**src/hdl/msb_first_bit_packer_unit_macros.svh**
```systemverilog
// assertion macros used by the bit packer back end
`ifndef MSB_FIRST_BIT_PACKER_UNIT_MACROS_SVH
`define MSB_FIRST_BIT_PACKER_UNIT_MACROS_SVH

// same-cycle implication, checked outside reset
`define MFBP_ASSERT_IMP(label, clk, rst_n, ante, cons, msg) \
  label: assert property (@(posedge clk) disable iff (!rst_n) (ante) |-> (cons)) \
    else $error(msg);

// next-cycle implication, checked outside reset
`define MFBP_ASSERT_NXT(label, clk, rst_n, ante, cons, msg) \
  label: assert property (@(posedge clk) disable iff (!rst_n) (ante) |=> (cons)) \
    else $error(msg);

`endif

```
**src/hdl/mfbp_pkg.sv**
```systemverilog
// types and constants of the msb-first bit packer
`timescale 1ns / 1ps

package mfbp_pkg;

  localparam int FIELD_WIDTH = 32;
  localparam int CNT_W       = 6;
  localparam int PEND_W      = 7;
  localparam int PCNT_W      = 3;
  localparam int ACC_W       = PEND_W + FIELD_WIDTH;
  localparam int MAX_BYTES   = 4;
  localparam int NB_W        = 3;

  typedef enum logic {
    CMD_PUSH  = 1'b0,
    CMD_FLUSH = 1'b1
  } mfbp_cmd_t;

  typedef struct packed {
    mfbp_cmd_t             command;
    logic [31:0]           value;
    logic [CNT_W-1:0]      bit_count;
  } mfbp_in_t;

  typedef struct packed {
    logic [7:0] data_byte;
    logic [3:0] used_bits;
    logic       last;
  } mfbp_out_t;

  // one queued job: right-aligned bytes, highest byte goes first
  typedef struct packed {
    logic [31:0]      word;
    logic [NB_W-1:0]  nbytes;
    logic [3:0]       tail_used;
  } mfbp_entry_t;

endpackage

```
**src/hdl/mfbp_front.sv**
```systemverilog
// front end: takes items, tracks the pending partial byte, queues byte jobs
`timescale 1ns / 1ps

module mfbp_front (
  input  logic                 clk,
  input  logic                 rst_n,
  input  logic                 in_valid,
  input  mfbp_pkg::mfbp_in_t   in_data,
  input  logic                 q_full,
  output logic                 wr_en,
  output mfbp_pkg::mfbp_entry_t wr_entry
);
  import mfbp_pkg::*;

  logic [PEND_W-1:0] pending_r, pending_nxt;
  logic [PCNT_W-1:0] pcount_r, pcount_nxt;

  logic              accept;
  logic [CNT_W-1:0]  cnt_sat;
  logic [32:0]       mask_w;
  logic [31:0]       vmask;
  logic [ACC_W-1:0]  combined;
  logic [ACC_W-1:0]  shifted;
  logic [CNT_W-1:0]  total;
  logic [2:0]        rem;
  logic [NB_W-1:0]   nb;
  logic [7:0]        rem_mask;
  logic [7:0]        flush_byte;

  assign accept = in_valid && !q_full;

  always_comb begin
    cnt_sat    = (in_data.bit_count > CNT_W'(FIELD_WIDTH)) ? CNT_W'(FIELD_WIDTH)
                                                           : in_data.bit_count;
    mask_w     = (33'd1 << cnt_sat) - 33'd1;
    vmask      = in_data.value & mask_w[31:0];
    // old pending bits on top, new field below
    combined   = ({{FIELD_WIDTH{1'b0}}, pending_r} << cnt_sat)
               | {{PEND_W{1'b0}}, vmask};
    total      = {{(CNT_W-PCNT_W){1'b0}}, pcount_r} + cnt_sat;
    rem        = total[2:0];
    nb         = total[CNT_W-1:3];
    shifted    = combined >> rem;
    rem_mask   = (8'd1 << rem) - 8'd1;
    flush_byte = {pending_r, 1'b0} << (3'd7 - pcount_r);

    pending_nxt = pending_r;
    pcount_nxt  = pcount_r;
    wr_en       = 1'b0;
    wr_entry    = '0;

    if (accept) begin
      if (in_data.command == CMD_FLUSH) begin
        pending_nxt        = '0;
        pcount_nxt         = '0;
        wr_en              = (pcount_r != '0);
        wr_entry.word      = {24'd0, flush_byte};
        wr_entry.nbytes    = NB_W'(1);
        wr_entry.tail_used = {1'b0, pcount_r};
      end else begin
        pending_nxt        = combined[PEND_W-1:0] & rem_mask[PEND_W-1:0];
        pcount_nxt         = rem;
        wr_en              = (nb != '0);
        wr_entry.word      = shifted[31:0];
        wr_entry.nbytes    = nb;
        wr_entry.tail_used = 4'd8;
      end
    end
  end

  always_ff @(posedge clk) begin
    if (!rst_n) begin
      pending_r <= '0;
      pcount_r  <= '0;
    end else begin
      pending_r <= pending_nxt;
      pcount_r  <= pcount_nxt;
    end
  end

endmodule

```
**src/hdl/mfbp_queue.sv**
```systemverilog
// four-entry job queue between front and back
`timescale 1ns / 1ps

module mfbp_queue (
  input  logic                  clk,
  input  logic                  rst_n,
  input  logic                  wr_en,
  input  mfbp_pkg::mfbp_entry_t wr_entry,
  input  logic                  rd_en,
  output mfbp_pkg::mfbp_entry_t rd_entry,
  output logic                  full,
  output logic                  empty
);
  import mfbp_pkg::*;

  localparam int DEPTH = 4;
  localparam int PTR_W = 2;

  mfbp_entry_t          slots_r [DEPTH];
  logic [PTR_W-1:0]     wptr_r, wptr_nxt;
  logic [PTR_W-1:0]     rptr_r, rptr_nxt;
  logic [PTR_W:0]       count_r, count_nxt;

  assign full     = (count_r == (PTR_W+1)'(DEPTH));
  assign empty    = (count_r == '0);
  assign rd_entry = slots_r[rptr_r];

  always_comb begin
    wptr_nxt  = wptr_r;
    rptr_nxt  = rptr_r;
    count_nxt = count_r;
    if (wr_en) wptr_nxt = wptr_r + PTR_W'(1);
    if (rd_en) rptr_nxt = rptr_r + PTR_W'(1);
    if (wr_en && !rd_en) count_nxt = count_r + (PTR_W+1)'(1);
    else if (rd_en && !wr_en) count_nxt = count_r - (PTR_W+1)'(1);
  end

  always_ff @(posedge clk) begin
    if (!rst_n) begin
      wptr_r  <= '0;
      rptr_r  <= '0;
      count_r <= '0;
    end else begin
      wptr_r  <= wptr_nxt;
      rptr_r  <= rptr_nxt;
      count_r <= count_nxt;
    end
  end

  always_ff @(posedge clk) begin
    if (wr_en) slots_r[wptr_r] <= wr_entry;
  end

endmodule

```
**src/hdl/mfbp_back.sv**
```systemverilog
// back end: serializes queued jobs into bytes behind an output register
`timescale 1ns / 1ps
`include "msb_first_bit_packer_unit_macros.svh"

module mfbp_back (
  input  logic                  clk,
  input  logic                  rst_n,
  input  mfbp_pkg::mfbp_entry_t rd_entry,
  input  logic                  empty,
  output logic                  rd_en,
  output logic                  out_valid,
  input  logic                  out_stall,
  output mfbp_pkg::mfbp_out_t   out_data
);
  import mfbp_pkg::*;

  logic [31:0]      word_r, word_nxt;
  logic [NB_W-1:0]  left_r, left_nxt;
  logic [3:0]       used_r, used_nxt;
  logic             out_valid_r, out_valid_nxt;
  mfbp_out_t        out_r, out_nxt;

  logic             out_free;
  logic             emit;
  logic             cur_done;
  logic [1:0]       sel;

  assign out_valid = out_valid_r;
  assign out_data  = out_r;

  always_comb begin
    out_free = !out_valid_r || !out_stall;
    emit     = out_free && (left_r != '0);
    // current job is spent, or spends its tail byte this cycle
    cur_done = (left_r == '0) || (emit && (left_r == NB_W'(1)));
    rd_en    = cur_done && !empty;
    sel      = left_r[1:0] - 2'd1;

    word_nxt      = word_r;
    left_nxt      = left_r;
    used_nxt      = used_r;
    out_valid_nxt = out_valid_r;
    out_nxt       = out_r;

    if (emit) begin
      out_valid_nxt     = 1'b1;
      out_nxt.data_byte = word_r[{sel, 3'b000} +: 8];
      out_nxt.last      = (left_r == NB_W'(1));
      out_nxt.used_bits = (left_r == NB_W'(1)) ? used_r : 4'd8;
      left_nxt          = left_r - NB_W'(1);
    end else if (out_free) begin
      out_valid_nxt = 1'b0;
    end

    if (rd_en) begin
      word_nxt = rd_entry.word;
      left_nxt = rd_entry.nbytes;
      used_nxt = rd_entry.tail_used;
    end
  end

  always_ff @(posedge clk) begin
    if (!rst_n) begin
      left_r      <= '0;
      out_valid_r <= 1'b0;
    end else begin
      left_r      <= left_nxt;
      out_valid_r <= out_valid_nxt;
    end
  end

  always_ff @(posedge clk) begin
    word_r <= word_nxt;
    used_r <= used_nxt;
    out_r  <= out_nxt;
  end

  `MFBP_ASSERT_IMP(a_left_range, clk, rst_n, 1'b1, left_r <= NB_W'(MAX_BYTES), "job byte count out of range")
  `MFBP_ASSERT_IMP(a_partial_is_last, clk, rst_n, out_valid_r && (out_r.used_bits != 4'd8), out_r.last && (out_r.used_bits != 4'd0), "partial byte not marked last")
  `MFBP_ASSERT_IMP(a_pop_nonempty, clk, rst_n, rd_en, !empty, "pop from empty queue")
  `MFBP_ASSERT_NXT(a_emit_shows, clk, rst_n, emit, out_valid_r, "emitted byte not presented")

endmodule

```
**src/hdl/msb_first_bit_packer_unit.sv**
```systemverilog
// msb-first bit packer top level
//
// input channel (in_valid/in_stall/in_data): a push appends the low bit_count
// bits of value (counts above 32 saturate), a flush emits the pending
// partial byte zero padded at the bottom and clears it
// result channel (out_valid/out_stall/out_data): one byte per transfer,
// first bit in bit 7, used_bits 8 for full bytes, 1..7 for a flushed byte,
// last set on the final byte an item causes; items that complete no byte
// give no transfer
// first byte of an item passes the job queue, job registers and output register
// throughput: one input item per cycle while the 4-entry job queue has
// room; the output side drains one byte per cycle while not stalled, so a
// push completing n bytes gives n output transfers (up to 4 for a 32-bit push)
// in_stall rises only when the job queue is full; out_stall freezes a valid
// output byte in its register and backs up the queue, then the input
// reset (rst_n low, synchronous) clears the pending bits, empties the
// queue and drops out_valid; no clearing pass is needed
`timescale 1ns / 1ps

module msb_first_bit_packer_unit (
  input  logic                clk,
  input  logic                rst_n,
  input  logic                in_valid,
  output logic                in_stall,
  input  mfbp_pkg::mfbp_in_t  in_data,
  output logic                out_valid,
  input  logic                out_stall,
  output mfbp_pkg::mfbp_out_t out_data
);
  import mfbp_pkg::*;

  logic        wr_en;
  logic        rd_en;
  logic        q_full;
  logic        q_empty;
  mfbp_entry_t wr_entry;
  mfbp_entry_t rd_entry;

  assign in_stall = q_full;

  mfbp_front u_front (
    .clk      (clk),
    .rst_n    (rst_n),
    .in_valid (in_valid),
    .in_data  (in_data),
    .q_full   (q_full),
    .wr_en    (wr_en),
    .wr_entry (wr_entry)
  );

  mfbp_queue u_queue (
    .clk      (clk),
    .rst_n    (rst_n),
    .wr_en    (wr_en),
    .wr_entry (wr_entry),
    .rd_en    (rd_en),
    .rd_entry (rd_entry),
    .full     (q_full),
    .empty    (q_empty)
  );

  mfbp_back u_back (
    .clk       (clk),
    .rst_n     (rst_n),
    .rd_entry  (rd_entry),
    .empty     (q_empty),
    .rd_en     (rd_en),
    .out_valid (out_valid),
    .out_stall (out_stall),
    .out_data  (out_data)
  );

endmodule
```
**config.mk**
```make
export PLATFORM = sky130hd
export DESIGN_NAME = msb_first_bit_packer_unit
export DESIGN_NICKNAME = d
export VERILOG_FILES = /design/src/hdl/mfbp_pkg.sv /design/src/hdl/mfbp_front.sv /design/src/hdl/mfbp_queue.sv /design/src/hdl/mfbp_back.sv /design/src/hdl/msb_first_bit_packer_unit.sv
export VERILOG_INCLUDE_DIRS = /design/src /design/src/hdl
export SDC_FILE = /design/constraint.sdc
export NUM_CORES = 1
export LEC_CHECK = 0
export BUFFER_PORTS_ARGS = -buffer_cell sky130_fd_sc_hd__buf_2
export CAP_MARGIN = 20
export CORE_MARGIN = 3
export CORE_UTILIZATION = 50
export CTS_CLUSTER_DIAMETER = 50
export DETAILED_ROUTE_END_ITERATION = 16
export GPL_ROUTABILITY_DRIVEN = 0
export PLACE_DENSITY = 0.67
export RECOVER_POWER = 100
export SLEW_MARGIN = 25
export SYNTH_ARGS = -nofsm -noshare
export SYNTH_HDL_FRONTEND = slang
export SYNTH_SLANG_ARGS = --single-unit
```
**constraint.sdc**
```tcl
create_clock -name clk -period 7.76 [get_ports clk]
set_input_delay 0.776 -clock clk [delete_from_list [all_inputs] [get_ports clk]]
set_output_delay 0.776 -clock clk [all_outputs]
set_load 0.1 [all_outputs]
```
# Yosys cells after proc, flatten, opt, wreduce, memory -nomap -nowiden
# Memory sizes are Yosys's and may differ from the RTL's. A register that Yosys moved wholly into a read port is not among the register bits.
# Index checks and enable logic that the tools add are counted.
# word_totals
wordCells,74
ram_bits,156
mem_count,1
regBits,70
inputBits,43
# mem_list
memory,words,width,rd,rd_clocked_by_memory_dff,write_ports,line,source
u_queue.slots_r,4,39,1,1,1,mfbp_queue.sv:19,mfbp_entry_t slots_r [DEPTH];
# classes
reduce_logical,22
eq_ne,2
n_mux,17
n_shift,6
add_sub_neg,10
order_cmp,1
bitwise_logic,3
# op_table
op,count
39-bit two-way mux,2
39-bit by 32-bit bitwise OR with 39-bit output,1
7-bit by 6-bit left shift with 39-bit output,1
39-bit by 3-bit right shift with 32-bit output,1
32-bit AND,1
32-bit by 6-bit variable part select with 8-bit output,1
1-bit by 6-bit left shift with 32-bit output (first input constant),1
32-bit by 1-bit subtractor with 32-bit output (second input constant),1
3-bit two-way mux,5
3-bit nonzero test,3
8-bit by 3-bit left shift with 8-bit output,1
7-bit AND,1
7-bit two-way mux,1
1-bit by 3-bit left shift with 7-bit output (first input constant),1
7-bit by 1-bit subtractor with 7-bit output (second input constant),1
3-bit by 6-bit adder with 6-bit output,1
6-bit greater-than comparator (second input constant),1
1-bit logical AND,6
1-bit logical NOT,6
3-bit logical NOT,2
1-bit two-way mux,6
6-bit two-way mux,1
2-bit nonzero test,3
3-bit by 1-bit subtractor with 3-bit output (second input constant),2
other kinds (8),11

# Depth between registers and ports, before layout
# logic_depth
word_depth,10
mapped_depth,16
ltp_nobuf,14

# By module
# From an unflattened synthesis, not the netlist that was laid out.
# unflattened
cells_unflattened,959
hier_area_um2,12152.9
# modules_own_cells
mod,n_inst,area_each_um2,cells_per_inst,seq_area_each_um2
mfbp_queue,1,6063.3,246,4864.7
mfbp_front,1,4112.7,615,200.2
mfbp_back,1,1976.9,98,1551.5

# Worst setup path after synthesis
# No wires, ideal clock.
# synth_timing
kind,register to register
start,register u_queue.count_r[0]
end,memory u_queue.slots_r[0][0] (netlist name) (enable)
period_less_slack_ps,4236
required_ps,7323
path_stages_with_launch,7
setup_slack_ps,3524
n_path_buf,1
arrival_ps,3799
path_cell_list,dfxtp_1 -> nor3b_1 -> nor2b_1 -> clkbuf_1 -> o41ai_1 -> a31oi_2 -> and2_1
# synth_between
elab_chain_len,6
# synth_rtl
item,line,source
start: declaration,mfbp_queue.sv:22,"logic [PTR_W:0] count_r, count_nxt;"
start signal: assignment,mfbp_queue.sv:46,count_r <= count_nxt;
3-bit equality test,mfbp_queue.sv:24,assign full = (count_r == (PTR_W+1)'(DEPTH));
net in_stall,msb_first_bit_packer_unit.sv:24,"output logic in_stall,"
1-bit logical NOT,mfbp_front.sv:30,assign accept = in_valid && !q_full;
1-bit logical AND,mfbp_front.sv:30,
1-bit two-way mux,mfbp_front.sv:52,if (accept) begin
net u_front.wr_en,mfbp_front.sv:10,"output logic wr_en,"
1-bit two-way mux,mfbp_queue.sv:51,if (wr_en) slots_r[wptr_r] <= wr_entry;
1-bit two-way mux (not written as such),mfbp_queue.sv:51,
end: declaration,mfbp_queue.sv:19,
# The timed path passes the listed nets, and every way through them passes these cells.

==> run_results.csv <==
group,metric,value,unit
floorplan,coreArea,23700,sq um
finish,syn_to_final_growth,9.69,%
global_routing,met3_usage,0.0365,
critical_path,r2r-end,"u_queue.slots_r[2][16]",
critical_path,cpMaxStageDelayCell,"clkbuf_1",
global_routing,gr-total-overflow,0,
synth,netlist_top_cells_count,"205 x edfxtp_1, 55 x mux4_2, 55 x nand2_1",
status,status,"complete, but fails checks",
timing,worst_pin_slew,3.32,ns
finish,nNetsFinal,1007,
power_and_ir_drop,peakVddDrop,0.000155,V
floorplan,num_io_pins,58,
synth,synthesis.nets,987,
clock_tree,clk_pin_slew_worst_paths,0.06,ns
timing,fin_ws,2.05,ns
floorplan,initial_core_util,0.515,
critical_path,path_max_fanout,38,
clock_tree,cts-root-buf,"clkbuf_16",
route,vias,8320,
place,dpl.hpwl,20300,microns
synth,synthCells,930,
synth,synthArstFlopShare,0,
critical_path,r2r_slack,3.54,ns
synth,synthFlopType,"edfxtp_1",
synth,ys_warn_count,0,
critical_path,endpoint_kind,"register",
timing,finalHoldViolCount,0,
synth,ys_seq_area_frac,0.543,
global_routing,grt_use_met1,0.331,
clock_tree,clk_path_buf_depth,3,
route,wl_per_cell,23.2,microns
timing,slew_violations,180,
clock_tree,postCtsSetupRepairBufs,0,
critical_path,critical_path.most_common_cell,"a211oi_1",
critical_path,path_cells,"clkbuf_1 -> nand2b_1 -> xnor2_1 -> ha_1 -> inv_1 -> nor2_1 -> a22o_1 -> a211oi_1 -> a211oi_1",
route,ant_nets,0,
timing,finalCritPeriodShare,0.736,
global_routing,grt_use_total,0.228,
synth,synth_edf_count,205,
finish,diodes,0,
timing,finalSetupViolations,0,
global_routing,grt_max_degree,45,
clock_tree,cts_buffers,24,
clock_tree,cts_tree,"yes",
timing,finalCriticalPeriod,5.71,ns
global_routing,grt_pass1_wl,47200,microns
critical_path,critical-path-max-stage-delay,1.21,ns
timing,clock.fmax,0.175,GHz
critical_path,cp_top_family,"buffers and inverters",
clock_tree,cts_resized,0,
route,avgViaCountPerCell,6.46,
route,drtIter0Drc,775,
timing,rsz0062_at_grt,"no",
timing,setup_tns,0,ns
route,wl,29800,microns
synth,synth_area_leaders,"edfxtp_1 51%, mux4_2 10%, dfxtp_1 3.8%, mux2i_1 3.1%, nand2_1 1.7%",
floorplan,die_h,162,microns
timing,finalClockSkew,0.0176,ns
critical_path,reg2reg_from,"u_front.pcount_r[1]",
floorplan,dieArea,26300,sq um
power_and_ir_drop,power,3980,uW
synth,synth_seq_cells,228,
power_and_ir_drop,p_leak,0.00454,uW
route,first_pass_iters,5,
synth,synth_area_per_cell,13.1,sq um
global_routing,antenna_found_initial,0,
timing,relSlewSlack,-1.22,
hold_path,hold_end,"u_back.out_data[4]",
clock_tree,postCtsHoldBufs,0,
clock_tree,cts.htree.levels,1,
critical_path,cp.arrival,5.94,ns
synth,synth_top_area_frac,0.505,
synth,syn_area,12200,sq um
floorplan,fp-row-count,56,
place,numPortBuffers,57,
critical_path,worst-path-buf-inv,2,
place,dp_slack,2.53,ns
finish,drive_gt1_frac,0.188,
critical_path,cp.required,7.99,ns
synth,synth_cell_type_count,92,
power_and_ir_drop,power.density,298,nW/um^2
hold_path,min_from,"u_back.used_r[3]",
global_routing,grt_pass1_vias,8125,
synth,yosysMostFrequentCell,"edfxtp_1",
clock_tree,clock-sinks,228,
global_routing,top_usage_layer,"met2",
job,drv_cap,5,
hold_path,holdCritPathClass,"register to register",
critical_path,path_class,"input port to register",
critical_path,startpoint_type,"input port",
hold_path,hold_depth,1,
clock_tree,insertion_delay,0.50,ns
floorplan,dieWidth,162,microns
global_routing,met2_usage,0.353,
critical_path,rr_worst_depth,7,
synth,yosys.area.top_type,"edfxtp_1",
route,route.detailed.drc,0,
status,failed_checks,"capacitance limit, slew limit",
-- report_power, final --
| group | internal, uW | switching, uW |
|---|---|---|
| sequential | 1630 | 95.4 |
| clock | 682 | 456 |
| combinational | 368 | 749 |
| total | 2680 | 1300 |
-- how the worst max path moves through the flow --
stage                     slack (ns)                endpoint          startpoint  cells past startpoint
after floorplan                 3.52   u_queue.slots_r[0][0]  u_queue.count_r[0]                      6
after global placement          2.73  u_queue.slots_r[0][16]          in_data[1]                      9
after detailed placement        2.53  u_queue.slots_r[1][16]          in_data[1]                      9
after CTS                       3.05  u_queue.slots_r[2][16]          in_data[1]                      9
after global routing            1.63  u_queue.slots_r[2][16]          in_data[1]                      9
final                           2.05  u_queue.slots_r[2][16]          in_data[1]                      9
-- routing by layer --
layer  part of all wire  vias up
met5                  0        -
met4              0.038        0
met3              0.084       89
met2               0.45      456
met1               0.43     4023
li1                   -     3752
-- metrics by stage --
step	instances	utilization	hold slack, ns	area (sq um)
2_1_floorplan	930	-	0.472	12200
3_3_place_gp	1243	0.532	0.482	12600
3_5_place_dp	1243	0.533	0.489	12600
4_1_cts	1287	0.567	0.503	13400
5_1_grt	1287	0.564	0.543	13400
6_report	1287	0.564	0.503	13400
-- area by class of cell --
cell class              instances  area [sq um]
well taps                     319           399
multi-input cells             609          5130
inverters                      20          75.1
fillers                      1987         10300
clock buffers                  29           662
repair buffers                 67           328
flip-flops and latches        228          6620
clock inverters                15           151
-- placed cells by master, fill, tap and decap left out, types with 8 or more instances in the layout --
cell type	count
edfxtp_1	205
nand2_1	55
mux4_2	55
nor2_1	45
buf_2	40
mux2i_1	38
a21oi_1	37
o21ai_0	28
a211oi_1	28
clkbuf_16	26
clkbuf_1	23
dfxtp_1	21
inv_1	19
nand3_1	19
nor2b_1	17
nor3_1	17
o22ai_1	15
xnor2_1	14
nand2b_1	13
ha_1	13
mux2_2	10
a22oi_1	10
o31ai_1	10
or3_1	8
o211ai_1	8
a32oi_1	8
a21boi_0	8
a22o_1	8
-- flip-flops by register name (all words and copies together), names as in the netlist, named ones only --
signal and count:
u_queue.slots_r 156, u_back.out_valid 1, u_back.word_r 32, u_front.pcount_r 3, u_back.used_r 4, u_back.left_r 3
u_back.out_data 13, u_front.pending_r 7, u_queue.rptr_r 2, u_queue.count_r 3, u_queue.wptr_r 2
-- cell families after synthesis --
group | synth area share
fa+ha+maj | 0.0158
mux | 0.146
xor+xnor | 0.0137
buf+inv | 0.0354
flops | 0.543
simple gates | 0.106
compound gates | 0.140
Note: power is estimated with default switching activity, not from simulation.
